`src/hdl/exr_pkg.sv`:
```
// Types, constants and the arctangent table for the Euler angle to rotation matrix block.
`default_nettype none
package exr_pkg;

    localparam int CORDIC_STAGES = 16;
    localparam int ATAN_LEN      = 24;
    localparam int STAGE_CNT     = (CORDIC_STAGES > ATAN_LEN) ? ATAN_LEN : CORDIC_STAGES;
    localparam int SHIFT_W       = $clog2(ATAN_LEN);

    localparam int ANGLE_W     = 16;
    localparam int TRANS_W     = 32;
    localparam int ENTRY_W     = 16;
    localparam int ANGLE_SHIFT = 17;
    localparam int Z_W         = ANGLE_W + ANGLE_SHIFT;
    localparam int XY_W        = 34;
    localparam int TRIG_W      = 32;
    localparam int Q_FRAC      = 30;
    localparam int OUT_SHIFT   = 16;

    localparam logic signed [ANGLE_W-1:0] ANG_LIMIT   = 16'sd25736;
    localparam logic signed [Z_W-1:0]     HALF_PI_Q30 = 33'sd1686629713;
    localparam logic signed [Z_W-1:0]     PI_Q30      = 33'sd3373259426;
    localparam logic signed [XY_W-1:0]    GAIN_Q30    = 34'sd652032874;
    localparam logic signed [ENTRY_W-1:0] ONE_Q14     = 16'sd16384;

    typedef struct packed {
        logic signed [ANGLE_W-1:0] angle_x;
        logic signed [ANGLE_W-1:0] angle_y;
        logic signed [ANGLE_W-1:0] angle_z;
        logic signed [TRANS_W-1:0] trans_x;
        logic signed [TRANS_W-1:0] trans_y;
        logic signed [TRANS_W-1:0] trans_z;
    } exr_in_t;

    typedef struct packed {
        logic signed [ENTRY_W-1:0] r00;
        logic signed [ENTRY_W-1:0] r01;
        logic signed [ENTRY_W-1:0] r02;
        logic signed [ENTRY_W-1:0] r10;
        logic signed [ENTRY_W-1:0] r11;
        logic signed [ENTRY_W-1:0] r12;
        logic signed [ENTRY_W-1:0] r20;
        logic signed [ENTRY_W-1:0] r21;
        logic signed [ENTRY_W-1:0] r22;
        logic signed [TRANS_W-1:0] pass_trans_x;
        logic signed [TRANS_W-1:0] pass_trans_y;
        logic signed [TRANS_W-1:0] pass_trans_z;
    } exr_out_t;

    typedef struct packed {
        logic signed [TRANS_W-1:0] x;
        logic signed [TRANS_W-1:0] y;
        logic signed [TRANS_W-1:0] z;
    } exr_trans_t;

    typedef struct packed {
        logic signed [XY_W-1:0] x;
        logic signed [XY_W-1:0] y;
        logic signed [Z_W-1:0]  z;
        logic                   neg;
    } exr_lane_t;

    // lane 0 rotates about X, lane 1 about Y, lane 2 about Z
    typedef struct packed {
        exr_lane_t [2:0] lane;
        exr_trans_t      trans;
    } exr_cordic_t;

    function automatic logic signed [Z_W-1:0] exr_atan(input int unsigned idx);
        logic signed [Z_W-1:0] v;
        unique case (idx)
            0:       v = 33'sh03243F6A8;
            1:       v = 33'sh01DAC6705;
            2:       v = 33'sh00FADBAFC;
            3:       v = 33'sh007F56EA6;
            4:       v = 33'sh003FEAB76;
            5:       v = 33'sh001FFD55B;
            6:       v = 33'sh000FFFAAA;
            7:       v = 33'sh0007FFF55;
            8:       v = 33'sh0003FFFEA;
            9:       v = 33'sh0001FFFFD;
            10:      v = 33'sh0000FFFFF;
            11:      v = 33'sh00007FFFF;
            12:      v = 33'sh00003FFFF;
            13:      v = 33'sh00001FFFF;
            14:      v = 33'sh00000FFFF;
            15:      v = 33'sh000007FFF;
            16:      v = 33'sh000003FFF;
            17:      v = 33'sh000001FFF;
            18:      v = 33'sh000000FFF;
            19:      v = 33'sh0000007FF;
            20:      v = 33'sh0000003FF;
            21:      v = 33'sh0000001FF;
            22:      v = 33'sh0000000FF;
            23:      v = 33'sh00000007F;
            default: v = '0;
        endcase
        return v;
    endfunction

endpackage
`default_nettype wire

```
`src/hdl/exr_cell.sv`:
```
// One CORDIC rotation step for the three angle lanes, with its own stage register.
`default_nettype none
module exr_cell (
    input  wire logic                        aclk,
    input  wire logic                        aresetn,
    input  wire logic [exr_pkg::SHIFT_W-1:0] shift,
    input  wire logic signed [exr_pkg::Z_W-1:0] atan,
    input  wire logic                        in_valid,
    output logic                             in_ready,
    input  wire exr_pkg::exr_cordic_t        in_data,
    output logic                             out_valid,
    input  wire logic                        out_ready,
    output exr_pkg::exr_cordic_t             out_data
);
    import exr_pkg::*;

    logic        valid_reg;
    exr_cordic_t data_reg;
    exr_cordic_t data_next;

    function automatic exr_lane_t step_lane(input exr_lane_t ln,
                                            input logic [SHIFT_W-1:0] sh,
                                            input logic signed [Z_W-1:0] at);
        logic signed [XY_W-1:0] dx;
        logic signed [XY_W-1:0] dy;
        exr_lane_t              r;
        dx    = ln.y >>> sh;
        dy    = ln.x >>> sh;
        r.neg = ln.neg;
        if (!ln.z[Z_W-1]) begin
            r.x = ln.x - dx;
            r.y = ln.y + dy;
            r.z = ln.z - at;
        end else begin
            r.x = ln.x + dx;
            r.y = ln.y - dy;
            r.z = ln.z + at;
        end
        return r;
    endfunction

    always_comb begin
        for (int k = 0; k < 3; k++) begin
            data_next.lane[k] = step_lane(in_data.lane[k], shift, atan);
        end
        data_next.trans = in_data.trans;
    end

    assign in_ready = !valid_reg || out_ready;

    always_ff @(posedge aclk) begin
        if (!aresetn) begin
            valid_reg <= 1'b0;
        end else if (in_ready) begin
            valid_reg <= in_valid;
        end
    end

    always_ff @(posedge aclk) begin
        if (in_valid && in_ready) begin
            data_reg <= data_next;
        end
    end

    assign out_valid = valid_reg;
    assign out_data  = data_reg;

endmodule
`default_nettype wire

```
`config.mk`:
```
export PLATFORM = sky130hd
export DESIGN_NAME = exr_cell
export DESIGN_NICKNAME = d
export VERILOG_FILES = /design/src/hdl/exr_pkg.sv /design/src/hdl/exr_cell.sv
export SDC_FILE = /design/constraint.sdc
export NUM_CORES = 2
export LEC_CHECK = 0
export BUFFER_PORTS_ARGS = -buffer_cell sky130_fd_sc_hd__buf_4
export CAP_MARGIN = 20
export CORE_AREA = 2 2 406 408
export DETAILED_ROUTE_END_ITERATION = 8
export DIE_AREA = 0 0 408 410
export PLACE_DENSITY = 0.59
export SYNTH_ARGS = -nofsm -noshare
export SYNTH_HDL_FRONTEND = slang
export SYNTH_SLANG_ARGS = --single-unit
```
`constraint.sdc`:
```
create_clock -name aclk -period 23.4 [get_ports aclk]
set_input_delay 2.34 -clock aclk [delete_from_list [all_inputs] [get_ports aclk]]
set_output_delay 2.34 -clock aclk [all_outputs]
set_load 0.1 [all_outputs]
```
# Yosys cells after proc, flatten, opt, wreduce, memory -nomap -nowiden
# Index checks and enable logic that the tools add are counted.
[word_totals]
output_inout_bits = 404
in_bits = 444
reg_bits = 403
elab_cells = 46
[classes]
n_mux = 3
n_addsub = 18
reduce_logical = 3
n_shift = 6
[ops]
columns = ["op", "n"]
rows = [
  ["101-bit 2-to-1 mux", 3],
  ["34-bit adder", 6],
  ["34-bit by 5-bit >>> shifter with 34-bit output", 6],
  ["34-bit subtractor", 6],
  ["33-bit adder", 3],
  ["33-bit subtractor", 3],
  ["1-bit logical AND", 1],
  ["1-bit zero test", 1],
  ["1-bit logical OR", 1],
]

# Logic depth before layout (Yosys ltp)
[logic_depth]
depth_word = 3
mapped_depth = 34
mapped_depth_nobuf = 24

# Worst setup path before layout
# No wires, ideal clock.
[synth_path]
path_type = "input to register"
startpoint = "in out_ready"
endpoint = "reg data_reg (netlist bit out_data[0]) (enable)"
slack_ps = 10287
path_buffers = 0
path_stages = 2
setup_time_ps = 813
t_arrival_ps = 12299
path_cell_list = "nand2b_1 -> and2_1"
[synth_between]
elab_chain_cells = 2
[synth_lines]
columns = ["element", "line", "rtl"]
rows = [
  ["from (decl)", "exr_cell.sv:12", "input wire logic out_ready,"],
  ["1-bit logical OR", "exr_cell.sv:49", "assign in_ready = !valid_reg || out_ready;"],
  ["1-bit logical AND", "exr_cell.sv:60", "if (in_valid && in_ready) begin"],
  ["to (signal assigned)", "exr_cell.sv:61", "data_reg <= data_next;"],
  ["to (decl)", "exr_cell.sv:18", "exr_cordic_t data_reg;"],
]
# No other way between the ends.
# A chain may end at the register's enable or synchronous reset.

==> impl_results.md <==
- Average wire per standard cell: 27.35 µm
- Tcrit/Tclk final: 41.85%
- Syn Inst Count: 4900
- Core area: between 0.15 and 0.2 mm²
- Root Driver: clkbuf_16
- Synth Warn #: 0
- Initial antenna violation count: 29
- Seq/Total Area, Yosys: 25.68%
- Flop pwr share: 22.9%
- NetSw: 2351 µW
- Max Transition Viols Final: 0
- Post-route DRC: 0
- Yosys reg bits: between 400 and 500
- Ys async rst share: 0%
- Final hold vios: 0
- Placed wire-length estimate: 170900 µm
- Pwr/cell area: approximately 80 mW/mm²
- Antenna Nets Post-Route: 0
- Nets@finish: 6350
- Critical path endpoint category: flop
- Total grt overflow: 0
- Pleak: around 0.023 µW
- Fmax: just over 100 MHz
- WL final: 214300 µm
- Via Count: 45.07k
- Synth top area cells: edfxtp_1 26%, mux4_2 12%, ha_1 8.0%
- Initial Utilization: between 20 and 30%
- Peak VDD IR: 0.00006583 V
- Worst r2r path cells: 5
- Worst Hold Class: reg2reg
- Die ar.: 0.1673 mm²
- Reg2Reg Setup Slack: around 19 ns
- Setup TNS: 0 ns
- Post-DR vias/cell: 5.753
- Min Tclk post-route: 9.793 ns
- Status: completed
- Post-CTS Resized: 0
- RSZ-0062 raised after global routing: no
- Worst Skew: approximately 0.024 ns
- # fillers: 16.50k
- Relative slew slack: roughly a quarter
- Worst Setup Start Kind: input port
- Critical path type: in2reg
- Area grow syn2layout: 21.24%
- Post-CTS Hold Buffers: 0
- Switching share of power: roughly 51%
- WP data arrival: 10.21 ns
- Power share of the clock group: between 10% and 20%
- Comb power frac: between 50% and 60%
- Pin count of the biggest net entering global routing: 155
- DR iter-0 viols: 4746
- Total CTS buffers: 53
- Clock Latency Late Sink: 0.67 ns
- RR Endpoint: out_data[400]
- First-pass GRT wire length: 304900 µm
- Cell taking the most area after synthesis: edfxtp_1
- Post-synth EDFFs: 402
- Post-CTS setup buffer count: 0
- Max_cap viols: 0
- Row Count: 149
- Hold WS: 0.7109 ns
- Worst Setup EP: out_data[400]
- Die height: roughly 410 µm
- Worst EP required: 23.82 ns
- GRT Util Overall: 24.40%
- Syn avg cell area: a little under 10 µm²
- Area after DPL: 0.05529 mm²
- I/O pins: 848
- Final Cell Area: 0.05708 mm²
- Mapped Area: 0.04708 mm²
- TritonCTS clock tree: built
- Crit. Startpoint: shift[1]
- Synth top area share: around a quarter
- Routability cong.: 0.9651
- Least-Margin Pin Slew: 1.126 ns
- Layout cells sized above 1: roughly a quarter
- Vias in the first global route: 43.48k
- H-tree Lvls: 2
- Clk buf depth: 3
- Port buffer count: 847
- Total nets after synthesis: ~5.7k
- Setup violators final: 0
- Top FF cell, synth: edfxtp_1
- Crit-path max FO: 89
- CTS sink count: 403
- Internal power: 2263 µW
- Clk pin slew, worst setup/hold paths: 0.06 ns
- Yosys cell types: 111
- DR pass1 iterations: 8
- Worst r2r src: out_valid
- DIE WIDTH: a little over 400 µm
registers in the layout, summed over array words and instances (netlist names):
register	cells
out_data	402
out_valid	1
cells by family (layout without fill, tap and decap cells):
logic type               count (synthesis)  in the layout  share of synthesized area [%]
AND/OR/NAND/NOR                       1421           1421                          14.87
AO/OA/AOI/OAI                         1342           1342                          18.89
XOR/XNOR                               521            521                          9.691
multiplexers                           521            521                          18.53
flip-flops                             403            403                          25.68
buffers and inverters                  382           1121                          3.957
adder cells (fa/ha/maj)                310            310                          8.381
other                                    0              7                              0
cell usage in the layout (no fill, tap or decap), types with 43 or more instances in the layout:
cell       synthesis  routed
a21oi_1          376     376
buf_4             17     892
mux4_2           257     257
o21ai_0          198     198
nor2_1           477     473
nor2b_1           45      43
and3_1            59      59
and2_1            57      56
a211oi_1          55      55
a31oi_1           81      81
a21o_1           138     138
mux2_2            87      87
inv_1            119     117
nand3_1           78      78
xnor2_1          297     297
o21a_1            54      54
o211ai_1          53      53
mux2i_1          164     164
ha_1             301     301
nor3_1            98      97
nand2b_1          73      73
edfxtp_1         402     402
clkbuf_16          0      53
xor2_1           224     224
nand2_1          314     314
critical path, stage by stage:
cell       delay (ns)
buf_8            0.53
buf_4            0.82
buf_4            0.77
mux4_2           0.61
mux2_2           0.36
a221oi_2         0.39
ha_1             0.25
o211ai_1         0.12
nor4_2           0.47
nor2_1           0.11
xnor2_1          0.16
ha_1             0.36
o21a_1           0.14
nor2_1           0.09
inv_1            0.06
a311oi_1         0.74
o211ai_1         0.20
a2111oi_0        0.67
o31ai_1          0.24
a21boi_0         0.39
or3_1            0.17
nand4_1          0.06
layout make-up:
| type | count | area [µm²] | area share [%] |
|---|---|---|---|
| antenna | 7 | 17.52 | 0.03069 |
| clock buffer | 56 | 1338 | 2.343 |
| tap | 2189 | 2739 | 4.798 |
| timing repair buffer | 901 | 6852 | 12.00 |
| multi-input combinational | 4115 | 33170 | 58.10 |
| clock inverter | 42 | 414.1 | 0.7255 |
| inverter | 122 | 465.4 | 0.8154 |
| sequential | 403 | 12090 | 21.18 |
through the flow:
stage          power, µW  utilization [%]  setup WS [ns]  std cells
2_1_floorplan       3065                -          10.29       4900
3_3_place_gp        3758            33.79          12.77       7727
3_5_place_dp        3764            33.81          12.69       7729
4_1_cts             4640            34.89          13.43       7827
5_1_grt             4821            34.91          12.87       7835
6_report            4614            34.91          13.61       7835
worst min-delay path by stage:
stage | start | endpoint | slack (ns) | cells after the start
global route | out_valid | out_valid | 0.71 | 2
finish | out_valid | out_valid | 0.71 | 2
floorplan | out_valid | out_valid | 1.78 | 2
global placement | out_valid | out_valid | 0.73 | 2
CTS | out_valid | out_valid | 0.69 | 2
detailed placement | out_valid | out_valid | 0.68 | 2
power by group through the flow:
stage          sequential, µW  combinational, µW  clock [µW]
2_1_floorplan            1980               1080           0
3_3_place_gp             1070               2680           0
3_5_place_dp             1070               2690           0
4_1_cts                  1060               2700         875
5_1_grt                  1070               2860         896
6_report                 1060               2710         847
synthesized netlist by cell type, drive strengths merged, types with 80 or more instances:
master	n
a21o	138
a21oi	376
a31oi	81
buf	152
clkbuf	108
edfxtp	402
ha	301
inv	121
mux2	89
mux2i	164
mux4	268
nand2	315
nand3	80
nor2	477
nor3	102
o21ai	204
xnor2	297
xor2	224
routing by layer:
metal | track usage, % | vias up | share of wire [%]
met5 | 0 | - | 0.10
met4 | 10.67 | 34 | 4.9
met3 | 4.946 | 423 | 8.0
met2 | 42.77 | 2256 | 50
met1 | 28.72 | 22090 | 37
li1 | - | 20270 | -
Power figures use the tool's default switching activity.
