**src/hdl/exr_pkg.sv**
```systemverilog
// Types, constants and the arctangent table for the Euler angle to rotation matrix block.
`default_nettype none
package exr_pkg;

    localparam int CORDIC_STAGES = 16;
    localparam int ATAN_LEN      = 24;
    localparam int STAGE_CNT     = (CORDIC_STAGES > ATAN_LEN) ? ATAN_LEN : CORDIC_STAGES;
    localparam int SHIFT_W       = $clog2(ATAN_LEN);

    localparam int ANGLE_W     = 16;
    localparam int TRANS_W     = 32;
    localparam int ENTRY_W     = 16;
    localparam int ANGLE_SHIFT = 17;
    localparam int Z_W         = ANGLE_W + ANGLE_SHIFT;
    localparam int XY_W        = 34;
    localparam int TRIG_W      = 32;
    localparam int Q_FRAC      = 30;
    localparam int OUT_SHIFT   = 16;

    localparam logic signed [ANGLE_W-1:0] ANG_LIMIT   = 16'sd25736;
    localparam logic signed [Z_W-1:0]     HALF_PI_Q30 = 33'sd1686629713;
    localparam logic signed [Z_W-1:0]     PI_Q30      = 33'sd3373259426;
    localparam logic signed [XY_W-1:0]    GAIN_Q30    = 34'sd652032874;
    localparam logic signed [ENTRY_W-1:0] ONE_Q14     = 16'sd16384;

    typedef struct packed {
        logic signed [ANGLE_W-1:0] angle_x;
        logic signed [ANGLE_W-1:0] angle_y;
        logic signed [ANGLE_W-1:0] angle_z;
        logic signed [TRANS_W-1:0] trans_x;
        logic signed [TRANS_W-1:0] trans_y;
        logic signed [TRANS_W-1:0] trans_z;
    } exr_in_t;

    typedef struct packed {
        logic signed [ENTRY_W-1:0] r00;
        logic signed [ENTRY_W-1:0] r01;
        logic signed [ENTRY_W-1:0] r02;
        logic signed [ENTRY_W-1:0] r10;
        logic signed [ENTRY_W-1:0] r11;
        logic signed [ENTRY_W-1:0] r12;
        logic signed [ENTRY_W-1:0] r20;
        logic signed [ENTRY_W-1:0] r21;
        logic signed [ENTRY_W-1:0] r22;
        logic signed [TRANS_W-1:0] pass_trans_x;
        logic signed [TRANS_W-1:0] pass_trans_y;
        logic signed [TRANS_W-1:0] pass_trans_z;
    } exr_out_t;

    typedef struct packed {
        logic signed [TRANS_W-1:0] x;
        logic signed [TRANS_W-1:0] y;
        logic signed [TRANS_W-1:0] z;
    } exr_trans_t;

    typedef struct packed {
        logic signed [XY_W-1:0] x;
        logic signed [XY_W-1:0] y;
        logic signed [Z_W-1:0]  z;
        logic                   neg;
    } exr_lane_t;

    // lane 0 rotates about X, lane 1 about Y, lane 2 about Z
    typedef struct packed {
        exr_lane_t [2:0] lane;
        exr_trans_t      trans;
    } exr_cordic_t;

    function automatic logic signed [Z_W-1:0] exr_atan(input int unsigned idx);
        logic signed [Z_W-1:0] v;
        unique case (idx)
            0:       v = 33'sh03243F6A8;
            1:       v = 33'sh01DAC6705;
            2:       v = 33'sh00FADBAFC;
            3:       v = 33'sh007F56EA6;
            4:       v = 33'sh003FEAB76;
            5:       v = 33'sh001FFD55B;
            6:       v = 33'sh000FFFAAA;
            7:       v = 33'sh0007FFF55;
            8:       v = 33'sh0003FFFEA;
            9:       v = 33'sh0001FFFFD;
            10:      v = 33'sh0000FFFFF;
            11:      v = 33'sh00007FFFF;
            12:      v = 33'sh00003FFFF;
            13:      v = 33'sh00001FFFF;
            14:      v = 33'sh00000FFFF;
            15:      v = 33'sh000007FFF;
            16:      v = 33'sh000003FFF;
            17:      v = 33'sh000001FFF;
            18:      v = 33'sh000000FFF;
            19:      v = 33'sh0000007FF;
            20:      v = 33'sh0000003FF;
            21:      v = 33'sh0000001FF;
            22:      v = 33'sh0000000FF;
            23:      v = 33'sh00000007F;
            default: v = '0;
        endcase
        return v;
    endfunction

endpackage
`default_nettype wire

```
**src/hdl/exr_fold.sv**
```systemverilog
// Input stage: clamps each angle, scales it to Q30 and folds it into -pi/2..pi/2.
`default_nettype none
module exr_fold (
    input  wire logic             aclk,
    input  wire logic             aresetn,
    input  wire logic             in_valid,
    output logic                  in_ready,
    input  wire exr_pkg::exr_in_t in_data,
    output logic                  out_valid,
    input  wire logic             out_ready,
    output exr_pkg::exr_cordic_t  out_data
);
    import exr_pkg::*;

    logic        valid_reg;
    exr_cordic_t data_reg;
    exr_cordic_t data_next;

    function automatic exr_lane_t fold_lane(input logic signed [ANGLE_W-1:0] angle);
        logic signed [ANGLE_W-1:0] a;
        exr_lane_t                 ln;
        a = angle;
        if (a > ANG_LIMIT) begin
            a = ANG_LIMIT;
        end else if (a < -ANG_LIMIT) begin
            a = -ANG_LIMIT;
        end
        ln.z   = Z_W'(a) <<< ANGLE_SHIFT;
        ln.neg = 1'b0;
        if (ln.z > HALF_PI_Q30) begin
            ln.z   = ln.z - PI_Q30;
            ln.neg = 1'b1;
        end else if (ln.z < -HALF_PI_Q30) begin
            ln.z   = ln.z + PI_Q30;
            ln.neg = 1'b1;
        end
        ln.x = GAIN_Q30;
        ln.y = '0;
        return ln;
    endfunction

    always_comb begin
        data_next.lane[0] = fold_lane(in_data.angle_x);
        data_next.lane[1] = fold_lane(in_data.angle_y);
        data_next.lane[2] = fold_lane(in_data.angle_z);
        data_next.trans.x = in_data.trans_x;
        data_next.trans.y = in_data.trans_y;
        data_next.trans.z = in_data.trans_z;
    end

    assign in_ready = !valid_reg || out_ready;

    always_ff @(posedge aclk) begin
        if (!aresetn) begin
            valid_reg <= 1'b0;
        end else if (in_ready) begin
            valid_reg <= in_valid;
        end
    end

    always_ff @(posedge aclk) begin
        if (in_valid && in_ready) begin
            data_reg <= data_next;
        end
    end

    assign out_valid = valid_reg;
    assign out_data  = data_reg;

endmodule
`default_nettype wire

```
**config.mk**
```make
export PLATFORM = sky130hd
export DESIGN_NAME = exr_fold
export DESIGN_NICKNAME = d
export VERILOG_FILES = /design/src/hdl/exr_pkg.sv /design/src/hdl/exr_fold.sv
export SDC_FILE = /design/constraint.sdc
export NUM_CORES = 1
export LEC_CHECK = 0
export ABC_AREA = 1
export BUFFER_PORTS_ARGS = -buffer_cell sky130_fd_sc_hd__buf_2
export CORE_AREA = 5 5 213 215
export CTS_BUF_LIST = sky130_fd_sc_hd__clkbuf_2 sky130_fd_sc_hd__clkbuf_4 sky130_fd_sc_hd__clkbuf_8
export CTS_CLUSTER_DIAMETER = 100
export CTS_CLUSTER_SIZE = 40
export DETAILED_ROUTE_END_ITERATION = 10
export DIE_AREA = 0 0 218 220
export GPL_TIMING_DRIVEN = 0
export SYNTH_ARGS = -nofsm -noshare
export SYNTH_HDL_FRONTEND = slang
export SYNTH_SLANG_ARGS = --single-unit
```
**constraint.sdc**
```tcl
create_clock -name aclk -period 10.43 [get_ports aclk]
set_input_delay 1.5645 -clock aclk [delete_from_list [all_inputs] [get_ports aclk]]
set_output_delay 1.5645 -clock aclk [all_outputs]
set_load 0.01 [all_outputs]
```
# Word-level counts from Yosys, hierarchy flattened
# Cells that the tools add are included.
dict set report op_classes {
  add_sub_neg 6
  mux 12
  n_reduce_logical 3
  n_lt_le_gt_ge 12
}
# operator count
set ops {}
lappend ops {{34-bit two-way mux} 6}
lappend ops {{33-bit adder, second input constant} 3}
lappend ops {{33-bit by 32-bit > comparator with 1-bit output, second input constant} 3}
lappend ops {{33-bit by 32-bit less-than comparator with 1-bit output, second input constant} 3}
lappend ops {{33-bit subtractor, second input constant} 3}
lappend ops {{16-bit two-way mux} 6}
lappend ops {{16-bit > comparator, second input constant} 3}
lappend ops {{16-bit less-than comparator, second input constant} 3}
lappend ops {{1-bit logical AND} 1}
lappend ops {{1-bit zero test} 1}
lappend ops {{1-bit logical OR} 1}
dict set report totals {
  elab_cells 43
  in_bits 148
  ff_bits 199
}

# Longest topological paths before layout
# Gate-level depths: netlist (run 1).
dict set report depth {
  ltp_word 6
  mapped_depth 23
  mapped_depth_nobuf 22
}

# Worst setup path before layout (run 1)
# No wires, ideal clock.
dict set report synth_timing {
  path_kind {input -> register}
  start {input in_valid}
  end {register data_reg (netlist bit out_data[0]), enable pin}
  t_arrival_ns 8.959
  required_ns 9.714
  setup_time_ns 0.716
  path_stages 2
  slack_ns 0.755
  path_cell_list {inv_1 -> a21oi_1}
}
dict set report synth_via {
  elab_chain_len 1
}
# item line
set synth_rtl {}
lappend synth_rtl {{start: declaration} exr_fold.sv:6} ;# input wire logic in_valid,
lappend synth_rtl {{1-bit logical AND} exr_fold.sv:62} ;# if (in_valid && in_ready) begin
lappend synth_rtl {{end signal: assignment} exr_fold.sv:63} ;# data_reg <= data_next;
lappend synth_rtl {{end: declaration} exr_fold.sv:16} ;# exr_cordic_t data_reg;
# No other way between the ends.
# A chain may end at the register's enable or synchronous reset.

==> results of run 1 <==
==> Yosys cell counts, drive strengths merged (3+ instances only) <==
cell	count	share of area
nor3	10	0.0044
a21oi	22	0.014
ha	15	0.016
buf	270	0.18
nand4	16	0.0088
o31ai	6	0.0040
edfxtp	153	0.40
nand2	423	0.15
inv	147	0.049
a31oi	3	0.0016
xnor2	5	0.0038
a21boi	5	0.0036
o21ai	43	0.021
nor2	146	0.055
or2	3	0.0016
nand3	94	0.044
xor2	31	0.024
o41ai	3	0.0023
==> worst max-delay path by stage <==
stage               slack, ns       endpoint  cells after the start          from
CTS                      5.96  out_data[127]                     19  in_data[134]
global placement        -2.62  out_data[231]                      3      in_valid
floorplan                0.76    out_data[0]                      2      in_valid
global route             5.59  out_data[127]                     23  in_data[134]
detailed placement       5.41  out_data[127]                     19  in_data[134]
finish                   5.88  out_data[217]                     21  in_data[118]
==> worst max-delay path, cell delays in order <==
cell and delay [ns]:
buf_2 0.11, inv_1 0.06, o41ai_1 0.46, a31oi_1 0.15, nor3_1 0.16, o31ai_1 0.09, ha_1 0.35, buf_2 0.21
nor2_1 0.21, nand2_1 0.12, ha_1 0.20, inv_1 0.08, nand2_1 0.06, inv_1 0.06, nand2_1 0.07, nand2_2 0.11
nand2_1 0.08, nand2_1 0.16, buf_4 0.22, nand3_1 0.08, o21ai_0 0.18
==> layout make-up <==
class,count,area (sq um)
fillers,4605,28400
repair buffers,350,1864
clock buffers,17,234.0
inverters,147,551.8
plain buffers,270,2057
flip-flops and latches,154,4614
well taps,592,740.7
multi-input cells,1040,4933
diodes,4,10.01
clock inverters,14,136.4
==> state kept, by name (all words and copies together) (netlist names) <==
register / count
out_data: 153
out_valid: 1
==> layer usage <==
layer | share of wire | vias to the layer above | routed length [um]
met5 | 0.0014 | - | 52
met2 | 0.47 | 443 | 17720
li1 | - | 5204 | -
met4 | 0.022 | 8 | 828
met3 | 0.078 | 39 | 2926
met1 | 0.43 | 4559 | 15970
==> logic make-up after synthesis <==
kind of cell / after synthesis
adder cells (fa/ha/maj): 15
flip-flops: 154
buffers and inverters: 417
XOR/XNOR: 36
AO/OA/AOI/OAI: 89
other: 2
AND/OR/NAND/NOR: 693
==> per-stage QoR <==
step	hold slack, ns	setup TNS, ns	total power [mW]	instances
2_1_floorplan	0.5953	0	1.234	1611
3_3_place_gp	0.5170	-398.24	1.442	2547
6_report	0.5934	0	1.871	2588
4_1_cts	0.5910	0	1.887	2584
3_5_place_dp	0.5805	0	1.439	2553
5_1_grt	0.6226	0	1.993	2586
==> report_power, final <==
part	internal, mW	switching, mW
clock	0.192	0.251
combinational	0.253	0.402
sequential	0.751	0.0213
total	1.20	0.674
==> results.cfg, run 1 <==
[run_status]
status = finished, final reports clean

[worst_setup_path]
setup.worst_path.end_class = flop
rrSetupSlack_ns = 8.52
cp_max_fo = 10
arrival_ns = 4.79
r2r_end = out_data[223]
critPathKind = input pin to flop
cp.required_ns = 10.67
startpoint_type = input pin
r2r-start = out_valid
rr_worst_depth = 4

[power]
power_density_nw_per_um2 = 123.6
ir_drop_mv = 0.06018
leakagePower_nw = 7.935

[clock_network]
postCtsSetupRepairBufs = 0
clk_pin_slew_ns = 0.09
numClockSinks = 154
ctsLongestPathBuffers = 2
cts_root_buffer = clkbuf_8
numCtsBuffers = 17
h-tree-depth = 4
insertion_delay_ns = 0.47
cts_tree = yes
post_cts_resized = 0
cts_hold_buffers = 0

[route]
drt-vias-per-instance = 3.962
wl_um = 37500
via_count = 10250
drt_iter0_drc = 614
firstDrtPassIters = 5
ant_nets = 0
drc = 0
wl_per_cell_um = 14.49

[timing]
slew_violations = 0
fin_crit_ns = 4.552
worstMarginPinSlew_ns = 0.6583
rsz0062_at_grt = false
slew_headroom = 0.5601
fin_skew_ns = 0.01539
timing.final.ws_setup_ns = 5.878
finalHoldViolCount = 0
fmax_mhz = 219.7
setup_viol = 0
fin_crit_sh = 0.4364

[yosys]
syn-cell-area_sq_um = 11380
synth_compound_area_frac = 0.05224
synth_top_family_by_area = simple AND/OR/NAND/NOR gates
syn_inst = 1406
synth_mux_area_frac = 0
ys_seq_elements = 154
yosysWarnings = 0
synth_async_sr_flop_share = 0
syn_area_per_cell_sq_um = 8.091
synth_edf_count = 153
synth.distinct_cells = 46
yosysSeqAreaShare = 0.4056
ys.flop_type = edfxtp_1
yosys.area_share.simple = 0.2679
synthAdderAreaFrac = 0.01650
synthXorXnorAreaFrac = 0.02772

[die]
fp-row-count = 77
start_util = 0.2612
die-width_um = 218
coreArea_sq_um = 43550
fp.dieH_um = 220
io_pins = 552
die_area_sq_um = 47960

[worst_hold_path]
hold_depth = 2
whs_endpoint = out_valid
hp-class = flop to flop
hold_start = out_valid

[placement]
gp_congestion = 0.9063
postPlaceCellArea_sq_um = 14760
dp_worst_setup_slack_ns = 5.410
numPortBuffers = 344
place_hpwl_um = 31790

[cells_and_area]
areaGrowthSynthToFinish_pct = 33.11
fin_util = 0.3477
final_cell_mix = nand2_1 (385), buf_2 (347), buf_4 (259), conb_1 (207), edfxtp_1 (153)
final_area_sq_um = 15140
drive_above_1_share = 0.3750
final_common_cell = nand2_1
layout.nets = 2143

[job]
drv_cap = 0

[global_route]
grtUsageMet1 = 0.1824
grt.busiest_layer = met2
grt_max_degree = 30
antenna_found_initial = 8
grt_pass1_wl_um = 55010
grtUsageTotal = 0.1465
grt_overflow = 0
use_met2 = 0.2490
gr-usage-met3 = 0.03943
grt_pass1_vias = 9904
(Power assumes the default switching activity.)
==> run 2: changes to the inputs <==
==> constraint.sdc (replaced) <==
create_clock -name aclk -period 4.4 [get_ports aclk]
set_input_delay 0.66 -clock aclk [delete_from_list [all_inputs] [get_ports aclk]]
set_output_delay 0.66 -clock aclk [all_outputs]
set_load 0.01 [all_outputs]
==> run 2 against run 1 <==
Non-clock buffer count is 1 lower. Cell area hardly changed. Routed wire length is 2.6% lower. Clock power is 150% higher. Register-to-register slack worse by 6.3 ns. Critical path depth is 2 higher. Critical path type unchanged. Highest routed layer unchanged.
==> results.cfg, run 2 (synthesis gave the netlist of run 1 again) <==
[run_status]
status = finished, final reports clean

[global_route]
antenna_found_initial = 4
grt_overflow = 0
grt_max_degree = 30
grt_pass1_wl_um = 54480
grtUsageTotal = 0.1438
grt_pass1_vias = 9940

[placement]
numPortBuffers = 344
place_hpwl_um = 30770
postPlaceCellArea_sq_um = 14730
gp_congestion = 0.9151
dp_worst_setup_slack_ns = 0.2754

[cells_and_area]
fin_util = 0.3474
num_antenna_cells = 0
drive_above_1_share = 0.3755
largest_reg_flops = 153
final_cell_mix = nand2_1 (385), buf_2 (347), buf_4 (259), conb_1 (207), edfxtp_1 (153)
layout.nets = 2142
final_common_cell = nand2_1
areaGrowthSynthToFinish_pct = 32.97
final_area_sq_um = 15130

[worst_setup_path]
critical_path_buf_inv_count = 5
cp_max_fo = 10
crit_family = simple AND/OR/NAND/NOR gates
crit_path_top_delay_cell = o41ai_1
startpoint_type = input pin
path_cells = buf_2 -> inv_1 -> o41ai_1 -> nand3_1 -> a21oi_1 -> o31ai_1 -> ha_1 -> buf_2 -> inv_1 -> nand2_1 -> nor2_2 -> inv_1 -> ha_1 -> nand4_1 -> nor2_1 -> nand2_1 -> nand2_1 -> nand2_1 -> nand3_1 -> nand2_1 -> nand2_1 -> nand2_1 -> nand2_1
critPathKind = input pin to flop
setup.worst_path.end_class = flop
arrival_ns = 3.90
crit_top_cell = nand2_1
cp.required_ns = 4.64
max_stage_delay_ns = 0.48

[clock_network]
ctsLongestPathBuffers = 2
cts_root_buffer = clkbuf_8
cts_tree = yes
numCtsBuffers = 17
h-tree-depth = 4
postCtsSetupRepairBufs = 0
numClockSinks = 154
insertion_delay_ns = 0.49
post_cts_resized = 0
clk_pin_slew_ns = 0.12
cts_hold_buffers = 0

[timing]
timing.final.ws_setup_ns = 0.7475
slew_headroom = 0.3615
worstMarginPinSlew_ns = 0.9556
fin_crit_ns = 3.652
fin_skew_ns = 0.02129
fin_crit_sh = 0.8301
fmax_mhz = 273.8
setup_tns_ns = 0
slew_violations = 0
finalHoldViolCount = 0
setup_viol = 0
rsz0062_at_grt = false

[route]
ant_nets = 0
wl_um = 36530
firstDrtPassIters = 5
drc = 0
drt_iter0_drc = 593
wl_per_cell_um = 14.14
drt-vias-per-instance = 3.993
via_count = 10320

[die]
fp.dieH_um = 220
coreArea_sq_um = 43550
start_util = 0.2612
fp-row-count = 77
io_pins = 552
die_area_sq_um = 47960
die-width_um = 218

[power]
power_density_nw_per_um2 = 295.5
switching_share = 0.3612
combPwrFrac = 0.345
internal_power_mw = 2.856
power_mw = 4.470
power.share.clock = 0.246
ir_drop_mv = 0.1844
power_frac_seq = 0.409
leakagePower_nw = 7.931
p_switching_mw = 1.615

[job]
drv_cap = 0

[worst_hold_path]
hp-class = input pin to flop
-- run 2: path summary, 6_finish.rpt --
path,start,end,slack (ns),depth (start not counted)
max,in_data[134],out_data[127],0.75,23
min,in_data[76],out_data[76],0.33,1
max reg2reg,out_valid,out_data[224],2.25,4
min reg2reg,out_valid,out_valid,0.60,2
-- run 2: metal layers --
layer	vias up	GRT usage	share of wire
met4	4	0.03747	0.017
met5	-	0	0.00060
met2	482	0.2459	0.47
li1	5185	-	-
met3	30	0.03380	0.077
met1	4616	0.1834	0.43
-- run 2: through the flow --
stage | hold slack, ns | std cells
floorplan | 0.6304 | 1611
global placement | 0.5478 | 2547
detailed placement | 0.5771 | 2552
CTS | 0.2766 | 2584
global route | 0.2905 | 2584
finish | 0.3333 | 2584
-- run 2: area by class of cell --
| type | count | area, sq um |
|---|---|---|
| plain buffers | 270 | 2057 |
| clock buffers | 18 | 241.5 |
| clock inverters | 14 | 151.4 |
| fillers | 4545 | 28420 |
| inverters | 147 | 551.8 |
| multi-input cells | 1040 | 4933 |
| flip-flops and latches | 154 | 4614 |
| well taps | 592 | 740.7 |
| repair buffers | 349 | 1837 |
-- run 2: power by group through the flow --
stage               Sequential [mW]  Combinational [mW]  Clock [mW]
floorplan                      1.93               0.980           0
global placement               1.87                1.51           0
detailed placement             1.87                1.53           0
CTS                            1.83                1.54        1.15
global route                   1.84                1.73        1.21
finish                         1.83                1.54        1.10
==> run 3: changes to the inputs <==
--- a/config.mk
+++ b/config.mk
@@ -5,7 +5,7 @@
 export SDC_FILE = /design/constraint.sdc
 export NUM_CORES = 1
 export LEC_CHECK = 0
-export ABC_AREA = 1
+export ABC_AREA = 0
 export BUFFER_PORTS_ARGS = -buffer_cell sky130_fd_sc_hd__buf_2
 export CORE_AREA = 5 5 213 215
 export CTS_BUF_LIST = sky130_fd_sc_hd__clkbuf_2 sky130_fd_sc_hd__clkbuf_4 sky130_fd_sc_hd__clkbuf_8
==> constraint.sdc (replaced) <==
create_clock -name aclk -period 3.2 [get_ports aclk]
set_input_delay 0.48 -clock aclk [delete_from_list [all_inputs] [get_ports aclk]]
set_output_delay 0.48 -clock aclk [all_outputs]
set_load 0.01 [all_outputs]
==> run 3 against run 2 <==
The run now ends with negative setup slack left. Synthesized cell count is 28% lower. Cell area is 7.5% higher. Non-clock buffer count is 124 higher. Total power is 42% higher. Sequential cell count stayed put. Worst setup slack worse by 1.2 ns. Hold slack worse by 0.18 ns. First-iteration DRC count is 37% higher. Critical endpoint is now out_data[123]. Largest power group unchanged. Highest routed layer unchanged.
==> results.cfg, run 3 <==
[yosys]
synth.most_common_cell = buf_4
synth_top_area_frac = 0.4558
synth_async_sr_flop_share = 0
yosysWarnings = 0
syn-cell-area_sq_um = 10080
ys.flop_type = edfxtp_1
syn_inst = 1013
synth_largest_area_cell = edfxtp_1
syn_area_per_cell_sq_um = 9.952
synth.distinct_cells = 76
ys_top_cells_by_count = buf_4 (249), edfxtp_1 (153), nor2_1 (68), nand2_1 (60), clkbuf_1 (51)
synth_edf_count = 153
yosys-top-cells-area = edfxtp_1 (46%), buf_4 (19%), nor2_1 (2.5%)
yosysSeqAreaShare = 0.4577
ys_seq_elements = 154

[worst_setup_path]
crit_top_cell = buf_12
critical_path_buf_inv_count = 4
path_cells = clkbuf_4 -> or4b_4 -> or4_4 -> and3_4 -> buf_12 -> nor2_4 -> nand2_2 -> ha_4 -> nor2b_2 -> a41oi_2 -> o41ai_4 -> nand2b_4 -> inv_8 -> buf_12 -> nand4b_1 -> o21ai_1 -> a32oi_1
cp.required_ns = 3.51
cp_max_fo = 10
crit_family = simple AND/OR/NAND/NOR gates
setup.worst_path.end_class = flop
crit_path_top_delay_cell = or4b_4
max_stage_delay_ns = 0.50
critPathKind = input pin to flop
arrival_ns = 3.99
startpoint_type = input pin

[global_route]
antenna_found_initial = 4
grt_overflow = 0
grt_pass1_wl_um = 56100
use_met2 = 0.2501
grt.busiest_layer = met2
grtUsageTotal = 0.1509
grt_max_degree = 66
gr-usage-met3 = 0.04520
grtUsageMet1 = 0.1869
grt_pass1_vias = 9624

[route]
drt-vias-per-instance = 4.405
wl_per_cell_um = 17.39
firstDrtPassIters = 5
wl_um = 39620
ant_nets = 0
drt_iter0_drc = 815
via_count = 10040
drc = 0

[run_status]
violations = negative setup slack
status = complete, but fails checks

[power]
power_density_nw_per_um2 = 390.0
ir_drop_mv = 0.2099
power.share.clock = 0.243
switching_share = 0.3423
p_switching_mw = 2.171
leakagePower_nw = 7.360
power_frac_seq = 0.393
combPwrFrac = 0.364
internal_power_mw = 4.171

[timing]
finalHoldViolCount = 0
fin_skew_ns = 0.02065
worstMarginPinSlew_ns = 1.127
holdWs_ns = 0.1540
fin_crit_sh = 1.151
setup_tns_ns = -8.212
slew_headroom = 0.2426
fin_crit_ns = 3.684
rsz0062_at_grt = true
timing.final.ws_setup_ns = -0.4836
fmax_mhz = 271.5
setup_viol = 33
slew_violations = 0

[die]
die_area_sq_um = 47960
fp.dieH_um = 220
start_util = 0.2315
io_pins = 552
die-width_um = 218
fp-row-count = 77
coreArea_sq_um = 43550

[cells_and_area]
final_area_sq_um = 16260
drive_above_1_share = 0.5507
final_common_cell = buf_4
areaGrowthSynthToFinish_pct = 61.29
layout.nets = 1835
fin_util = 0.3734
final_cell_mix = buf_4 (341), buf_2 (325), conb_1 (207), edfxtp_1 (153), nor2_1 (59)
largest_reg_flops = 153

[clock_network]
cts_hold_buffers = 0
ctsLongestPathBuffers = 2
numClockSinks = 154
clk_pin_slew_ns = 0.10
cts_root_buffer = clkbuf_8
insertion_delay_ns = 0.51
cts_tree = yes
h-tree-depth = 4
numCtsBuffers = 17

[placement]
gp_congestion = 0.9108
postPlaceCellArea_sq_um = 13980
place_hpwl_um = 29550
numPortBuffers = 334

[worst_hold_path]
hp-class = input pin to flop

[job]
drv_cap = 0
==> run 3: changes by cell type in the layout (fill, tap and decap cells not counted), sizes merged, moves of 12 or more <==
| cell | previous run | this run |
|---|---|---|
| a21oi | 22 | 49 |
| a31oi | 3 | 15 |
| buf | 619 | 704 |
| clkbuf | 18 | 56 |
| inv | 155 | 34 |
| nand2 | 423 | 60 |
| nand3 | 94 | 16 |
| nor2 | 146 | 68 |
| nor3 | 10 | 24 |
| xor2 | 31 | 4 |
==> run 3: power by group through the flow <==
stage / clock network [mW] / logic (mW) / registers [mW]
finish: 1.54 / 2.31 / 2.49
global route: 1.68 / 2.46 / 2.51
CTS: 1.62 / 2.09 / 2.50
detailed placement: 0 / 1.79 / 2.54
global placement: 0 / 1.77 / 2.55
floorplan: 0 / 1.12 / 2.62
==> run 3: through the flow <==
| step | total power, mW | instances | setup slack (ns) |
|---|---|---|---|
| 6_report | 6.341 | 2278 | -0.4836 |
| 5_1_grt | 6.657 | 2278 | -0.5380 |
| 4_1_cts | 6.203 | 2246 | -0.3797 |
| 3_5_place_dp | 4.331 | 2146 | -1.623 |
| 3_3_place_gp | 4.323 | 2144 | -1.679 |
| 2_1_floorplan | 3.745 | 1218 | -0.8779 |
==> run 3: layout make-up <==
type	instances	area [sq um]
diodes	1	2.502
plain buffers	301	2470
clock buffers	17	234.0
clock inverters	15	173.9
fillers	4324	27290
inverters	26	122.6
multi-input cells	730	5210
flip-flops and latches	154	4614
well taps	592	740.7
repair buffers	442	2691
==> run 3: metal layers <==
| metal | vias up | routed length, um | part of all wire |
|---|---|---|---|
| li1 | 4579 | - | - |
| met3 | 92 | 4084 | 0.10 |
| met4 | 2 | 1206 | 0.030 |
| met1 | 4704 | 15470 | 0.39 |
| met5 | - | 13 | 0.00033 |
| met2 | 658 | 18850 | 0.48 |
==> run 3: repair_timing <==
action,4_1_cts,5_1_grt
endpoints found under the setup margin,53,48
pin swaps,68,70
resized for setup,136,105
buffers inserted,69,39
cloned,1,0
==> run 3: path summary, 6_finish.rpt <==
check / startpoint / endpoint / slack, ns / depth (start not counted)
hold reg to reg: out_valid / out_valid / 0.58 / 2
hold / removal: in_data[10] / out_data[10] / 0.15 / 1
setup reg to reg: out_valid / out_data[228] / 1.52 / 3
setup / recovery: in_data[136] / out_data[123] / -0.48 / 17
==> run 3: cell families after synthesis <==
logic type                 Yosys count  share of synthesized area
buffers and inverters              334                     0.2191
and+or+nand+nor                    260                     0.1302
AOI/OAI and AO/OA                  226                     0.1529
DFF                                154                     0.4577
adders and majority gates           15                    0.01862
xor gates and xnor gates            11                   0.009557
muxes                               11                    0.01117
other                                2                  0.0007450
